$ cat src/sv/hcb_pkg.sv
// Shared types and codes for the Huffman code builder.
// Holds controller command codes, datapath status struct and result codes.
package hcb_pkg;

  localparam int CMD_W = 5;
  typedef logic [CMD_W-1:0] cmd_t;

  localparam cmd_t C_NOP      = 5'd0;
  localparam cmd_t C_LOAD     = 5'd1;
  localparam cmd_t C_QCAP     = 5'd2;
  localparam cmd_t C_BINIT    = 5'd3;
  localparam cmd_t C_CLR_RD   = 5'd4;
  localparam cmd_t C_CLR_WR   = 5'd5;
  localparam cmd_t C_RND_INIT = 5'd6;
  localparam cmd_t C_SCAN     = 5'd7;
  localparam cmd_t C_MW0      = 5'd8;
  localparam cmd_t C_MW1      = 5'd9;
  localparam cmd_t C_MW2      = 5'd10;
  localparam cmd_t C_WK_INIT  = 5'd11;
  localparam cmd_t C_WK_RD    = 5'd12;
  localparam cmd_t C_WK_L     = 5'd13;
  localparam cmd_t C_WK_R     = 5'd14;
  localparam cmd_t C_QRY_RD   = 5'd15;
  localparam cmd_t C_OUT_B    = 5'd16;
  localparam cmd_t C_OUT_Q    = 5'd17;

  typedef struct packed {
    logic idx_last;
    logic m_lt2;
    logic scan_last;
    logic round_last;
    logic k_zero;
    logic out_busy;
  } dp_stat_t;

  localparam logic [1:0] ST_OK        = 2'd0;
  localparam logic [1:0] ST_FEW       = 2'd1;
  localparam logic [1:0] ST_NOT_BUILT = 2'd2;

  localparam logic KIND_BUILD = 1'b0;
  localparam logic KIND_CODE  = 1'b1;

  localparam logic OP_LOAD  = 1'b0;
  localparam logic OP_QUERY = 1'b1;

  localparam int CODE_W  = 64;
  localparam int DEPTH_W = 7;

endpackage

$ cat src/sv/hcb_ctrl.sv
// Sequencer for the Huffman code builder: load, clear, merge, walk, query.
// Depends on hcb_pkg for command codes and the datapath status struct.
module hcb_ctrl (
  input  logic             clk,
  input  logic             rst_n,
  input  logic             in_fire,
  input  logic             in_op,
  input  logic             in_last,
  input  hcb_pkg::dp_stat_t stat,
  output logic             idle,
  output hcb_pkg::cmd_t    cmd
);
  import hcb_pkg::*;

  localparam logic [4:0] S_IDLE  = 5'd0;
  localparam logic [4:0] S_BINIT = 5'd1;
  localparam logic [4:0] S_CRD   = 5'd2;
  localparam logic [4:0] S_CWR   = 5'd3;
  localparam logic [4:0] S_MINIT = 5'd4;
  localparam logic [4:0] S_SCAN  = 5'd5;
  localparam logic [4:0] S_SEND  = 5'd6;
  localparam logic [4:0] S_MW0   = 5'd7;
  localparam logic [4:0] S_MW1   = 5'd8;
  localparam logic [4:0] S_MW2   = 5'd9;
  localparam logic [4:0] S_WINIT = 5'd10;
  localparam logic [4:0] S_WRD   = 5'd11;
  localparam logic [4:0] S_WL    = 5'd12;
  localparam logic [4:0] S_WR    = 5'd13;
  localparam logic [4:0] S_QRD   = 5'd14;
  localparam logic [4:0] S_OUTB  = 5'd15;
  localparam logic [4:0] S_OUTQ  = 5'd16;

  logic [4:0] state_r, state_nxt;

  assign idle = (state_r == S_IDLE);

  always_comb begin
    state_nxt = state_r;
    cmd       = C_NOP;
    unique case (state_r)
      S_IDLE: begin
        if (in_fire) begin
          if (in_op == OP_QUERY) begin
            cmd       = C_QCAP;
            state_nxt = S_QRD;
          end else begin
            cmd = C_LOAD;
            if (in_last) state_nxt = S_BINIT;
          end
        end
      end
      S_BINIT: begin
        cmd       = C_BINIT;
        state_nxt = S_CRD;
      end
      S_CRD: begin
        cmd       = C_CLR_RD;
        state_nxt = S_CWR;
      end
      S_CWR: begin
        cmd       = C_CLR_WR;
        state_nxt = stat.idx_last ? S_MINIT : S_CRD;
      end
      S_MINIT: begin
        if (stat.m_lt2) begin
          state_nxt = S_OUTB;
        end else begin
          cmd       = C_RND_INIT;
          state_nxt = S_SCAN;
        end
      end
      S_SCAN: begin
        cmd = C_SCAN;
        if (stat.scan_last) state_nxt = S_SEND;
      end
      // let the last read land in the compare stage
      S_SEND:  state_nxt = S_MW0;
      S_MW0: begin
        cmd       = C_MW0;
        state_nxt = S_MW1;
      end
      S_MW1: begin
        cmd       = C_MW1;
        state_nxt = S_MW2;
      end
      S_MW2: begin
        cmd       = C_MW2;
        state_nxt = stat.round_last ? S_WINIT : S_SCAN;
      end
      S_WINIT: begin
        cmd       = C_WK_INIT;
        state_nxt = S_WRD;
      end
      S_WRD: begin
        cmd       = C_WK_RD;
        state_nxt = S_WL;
      end
      S_WL: begin
        cmd       = C_WK_L;
        state_nxt = S_WR;
      end
      S_WR: begin
        cmd       = C_WK_R;
        state_nxt = stat.k_zero ? S_OUTB : S_WRD;
      end
      S_QRD: begin
        cmd       = C_QRY_RD;
        state_nxt = S_OUTQ;
      end
      S_OUTB: begin
        if (!stat.out_busy) begin
          cmd       = C_OUT_B;
          state_nxt = S_IDLE;
        end
      end
      S_OUTQ: begin
        if (!stat.out_busy) begin
          cmd       = C_OUT_Q;
          state_nxt = S_IDLE;
        end
      end
      default: state_nxt = S_IDLE;
    endcase
  end

  always_ff @(posedge clk) begin
    if (!rst_n) state_r <= S_IDLE;
    else        state_r <= state_nxt;
  end

endmodule

$ cat config.mk
export PLATFORM = sky130hd
export DESIGN_NAME = hcb_ctrl
export DESIGN_NICKNAME = d
export VERILOG_FILES = /design/src/sv/hcb_pkg.sv /design/src/sv/hcb_ctrl.sv
export SDC_FILE = /design/constraint.sdc
export NUM_CORES = 1
export LEC_CHECK = 0
export ABC_AREA = 1
export BUFFER_PORTS_ARGS = -buffer_cell sky130_fd_sc_hd__clkbuf_2
export CAP_MARGIN = 0
export CORE_MARGIN = 4
export CORE_UTILIZATION = 43
export DETAILED_ROUTE_END_ITERATION = 7
export PLACE_DENSITY = 0.68
export SLEW_MARGIN = 20
export SYNTH_ARGS = -nofsm -noshare
export SYNTH_HDL_FRONTEND = slang
export SYNTH_SLANG_ARGS = --single-unit
$ cat constraint.sdc
create_clock -name clk -period 2.9 [get_ports clk]
set_input_delay 0.145 -clock clk [delete_from_list [all_inputs] [get_ports clk]]
set_output_delay 0.145 -clock clk [all_outputs]
set_load 0.05 [all_outputs]
==> run metrics <==
Post CTS Setup Buffer Count=0; # placed instances=159; largest net degree at the start of global routing=11; detailed-route wire length per cell=11.9 um; # hold bufs at CTS=0; outcome=finished clean; area of the die=0.00237 sq mm; Net Switching=0.663 mW; library cell with the highest instance count after synthesis=sky130_fd_sc_hd__nand2_1; worst ir drop on vdd=0.000598 V; minimum setup slack in the final design=0.977 ns; register with the most flip-flops=state_r; Net Count, Synth=140; design internal power=0.368 mW; Sinks on Clock Net=5; fraction of synthesized cell area taken by the top area cell type=22.2%; clock tree buffer depth=2; skew final=0.000714 ns; share of total power in the clock network=8.0%; non-filler cells in the finished layout=163; final worst path period need=1.92 ns; share of cells above drive strength 1=24.5%; overall track demand over capacity in global routing=15.8%; post-CTS sizing=0; part of the power in registers=15.2%; HPWL Detailed=1.60 mm; initial antenna violation count=0; Core ar.=0.00154 sq mm; GR Overflow Total=0; clock input transition at the sequential cells of the worst setup and hold paths=0.04 ns; number of diodes=0; die boundary width=48.7 um; switching power share of the total=64.3%; routed wire length on met2=884 um; starting DRC count in detailed routing=32; data required time of the critical path=2.76 ns; maximum fanout along the worst path=7; flop and latch count out of synthesis=5; max FFs per register=5; synthesized cell area=711 sq um; final cycle utilization of the critical path=66.3%; count of pins over their slew limit=0; accumulated negative setup slack=0 ns; critical path capture point type=output port; CTS tree=built; number of global-route vias before repair=709; gpl congestion=1.01; minimum setup slack after placement=1.25 ns; Crit Path Category=flop to output port; Static Leak=0.465 nW; number of CTS-inserted buffers=3; insertion delay to the later sink of the worst-skew pair=0.24 ns; Routed met1 length=905 um; Yosys Warn Count=0; H-tree level count=1; number of failing hold endpoints at the final stage=0; first-pass GRT wire length=3.02 mm; fraction of power consumed by combinational cells=76.8%; Worst Hold Slack=0.181 ns; number of setup violations in the final report=0; antenna viol nets, final=0; vertical extent of the die=48.7 um; Remaining DRCs=0; maximum clock rate=0.520 GHz; Least-Margin Pin Slew=0.421 ns; register area share after synthesis=14.1%; predominant post-synthesis flop cell=sky130_fd_sc_hd__dfxtp_1; power per cell area=1260 mW/mm^2; arrival time reported for the critical path endpoint=1.78 ns; worst hold path type=primary input to flop; Largest regs=state_r: 5 flops; share of flip-flops with an asynchronous set or reset after synthesis=0%; PortBufs=16; post-synthesis to final-layout area growth=15.5%; number of nets in the finished design=159; number of instances in the synthesized netlist=129; number of synthesized flops with an enable pin=0; total via count after detailed routing=849; DR top layer=met4; top area cells in the synthesized netlist=sky130_fd_sc_hd__nand2_1, sky130_fd_sc_hd__dfxtp_1, sky130_fd_sc_hd__nor2_1; max-capacitance violation count=0; count of different cell masters after synthesis=23; post-synthesis average cell area=5.51 sq um; post-synth top area cell=sky130_fd_sc_hd__nand2_1; mean number of vias per cell=5.21; Post-Route WL=1.94 mm; detailed-router iteration count before antenna repair=4; top cell types by occurrence after synthesis=sky130_fd_sc_hd__nand2_1, sky130_fd_sc_hd__nor2_1, sky130_fd_sc_hd__inv_1, sky130_fd_sc_hd__nand3_1; DR WL met3=108 um; count of standard-cell rows=14; clock root cell=sky130_fd_sc_hd__clkbuf_4; Initial Util=46.1%; headroom to the max-slew limit=71.9%; setup repair after global routing missed its margin=false; Critical Path Start Type=flop; top-level port count=17
[cells in the final DEF (no fill, tap or decap)]
master                      instances
sky130_fd_sc_hd__nand3_2            2
sky130_fd_sc_hd__nand2_1           42
sky130_fd_sc_hd__inv_2              2
sky130_fd_sc_hd__dfxtp_1            5
sky130_fd_sc_hd__a31oi_1            2
sky130_fd_sc_hd__o2111ai_1          1
sky130_fd_sc_hd__o21ai_0            1
sky130_fd_sc_hd__o21ai_2            1
sky130_fd_sc_hd__nor2_8             1
sky130_fd_sc_hd__nand4_1            6
sky130_fd_sc_hd__clkbuf_1           1
sky130_fd_sc_hd__inv_1             15
sky130_fd_sc_hd__nor2_1            21
sky130_fd_sc_hd__a21oi_2            1
sky130_fd_sc_hd__nand3_1            8
sky130_fd_sc_hd__a21oi_1            6
sky130_fd_sc_hd__nand2_4            1
sky130_fd_sc_hd__nor2_4             3
sky130_fd_sc_hd__clkbuf_4           3
sky130_fd_sc_hd__nor2_2             3
sky130_fd_sc_hd__o211ai_1           2
sky130_fd_sc_hd__nand2_2            3
sky130_fd_sc_hd__nor3_1             1
sky130_fd_sc_hd__clkbuf_2          16
[critical path, cell delays in order, from the launching register on]
cell and delay (ns):
sky130_fd_sc_hd__dfxtp_1 0.53, sky130_fd_sc_hd__nand3_1 0.22, sky130_fd_sc_hd__nor2_1 0.17, sky130_fd_sc_hd__inv_1 0.08, sky130_fd_sc_hd__o211ai_1 0.09, sky130_fd_sc_hd__nor2_1 0.06
sky130_fd_sc_hd__o211ai_1 0.08, sky130_fd_sc_hd__clkbuf_2 0.30
[final timing paths]
path / startpoint / endpoint / slack, ns / depth (start not counted)
hold reg to reg: state_r[4] / state_r[4] / 0.58 / 2
setup reg to reg: state_r[0] / state_r[2] / 1.32 / 9
setup / recovery: state_r[1] / cmd[0] / 0.98 / 7
hold / removal: rst_n / state_r[0] / 0.18 / 3
[metal layers]
metal  up-vias  global-route usage (%)
li1        455                       -
met1       363                    21.9
met2        27                    23.3
met3         4                    1.84
met4         0                    8.97
met5         -                       0
[power groups by stage]
stage	Clock (mW)	Sequential [mW]	Combinational, mW
after floorplan	0	0.121	0.674
after global placement	0	0.155	0.791
after detailed placement	0	0.157	0.787
after CTS	0.0849	0.156	0.790
after global routing	0.0915	0.163	0.851
final	0.0825	0.157	0.792
[kinds of logic after synthesis]
group / share of synthesized area, %
AO/OA/AOI/OAI: 12.5
flip-flops: 14.1
buffers and inverters: 11.3
AND/OR/NAND/NOR: 62.1
[through the flow]
stage / utilization, % / total power, mW / cell area [sq um]
floorplan: - / 0.795 / 711
global placement: 51.5 / 0.946 / 795
detailed placement: 51.5 / 0.945 / 795
CTS: 53.2 / 1.03 / 821
global route: 53.2 / 1.11 / 821
finish: 53.2 / 1.03 / 821
[cell type report]
cell class	instances	area, sq um
tap	16	20.0
sequential	5	100
inverter	17	63.8
fill	172	721
multi-input combinational	105	531
timing repair buffer	16	80.1
clock buffer	4	26.3
Note: power is estimated with default switching activity, not from simulation.
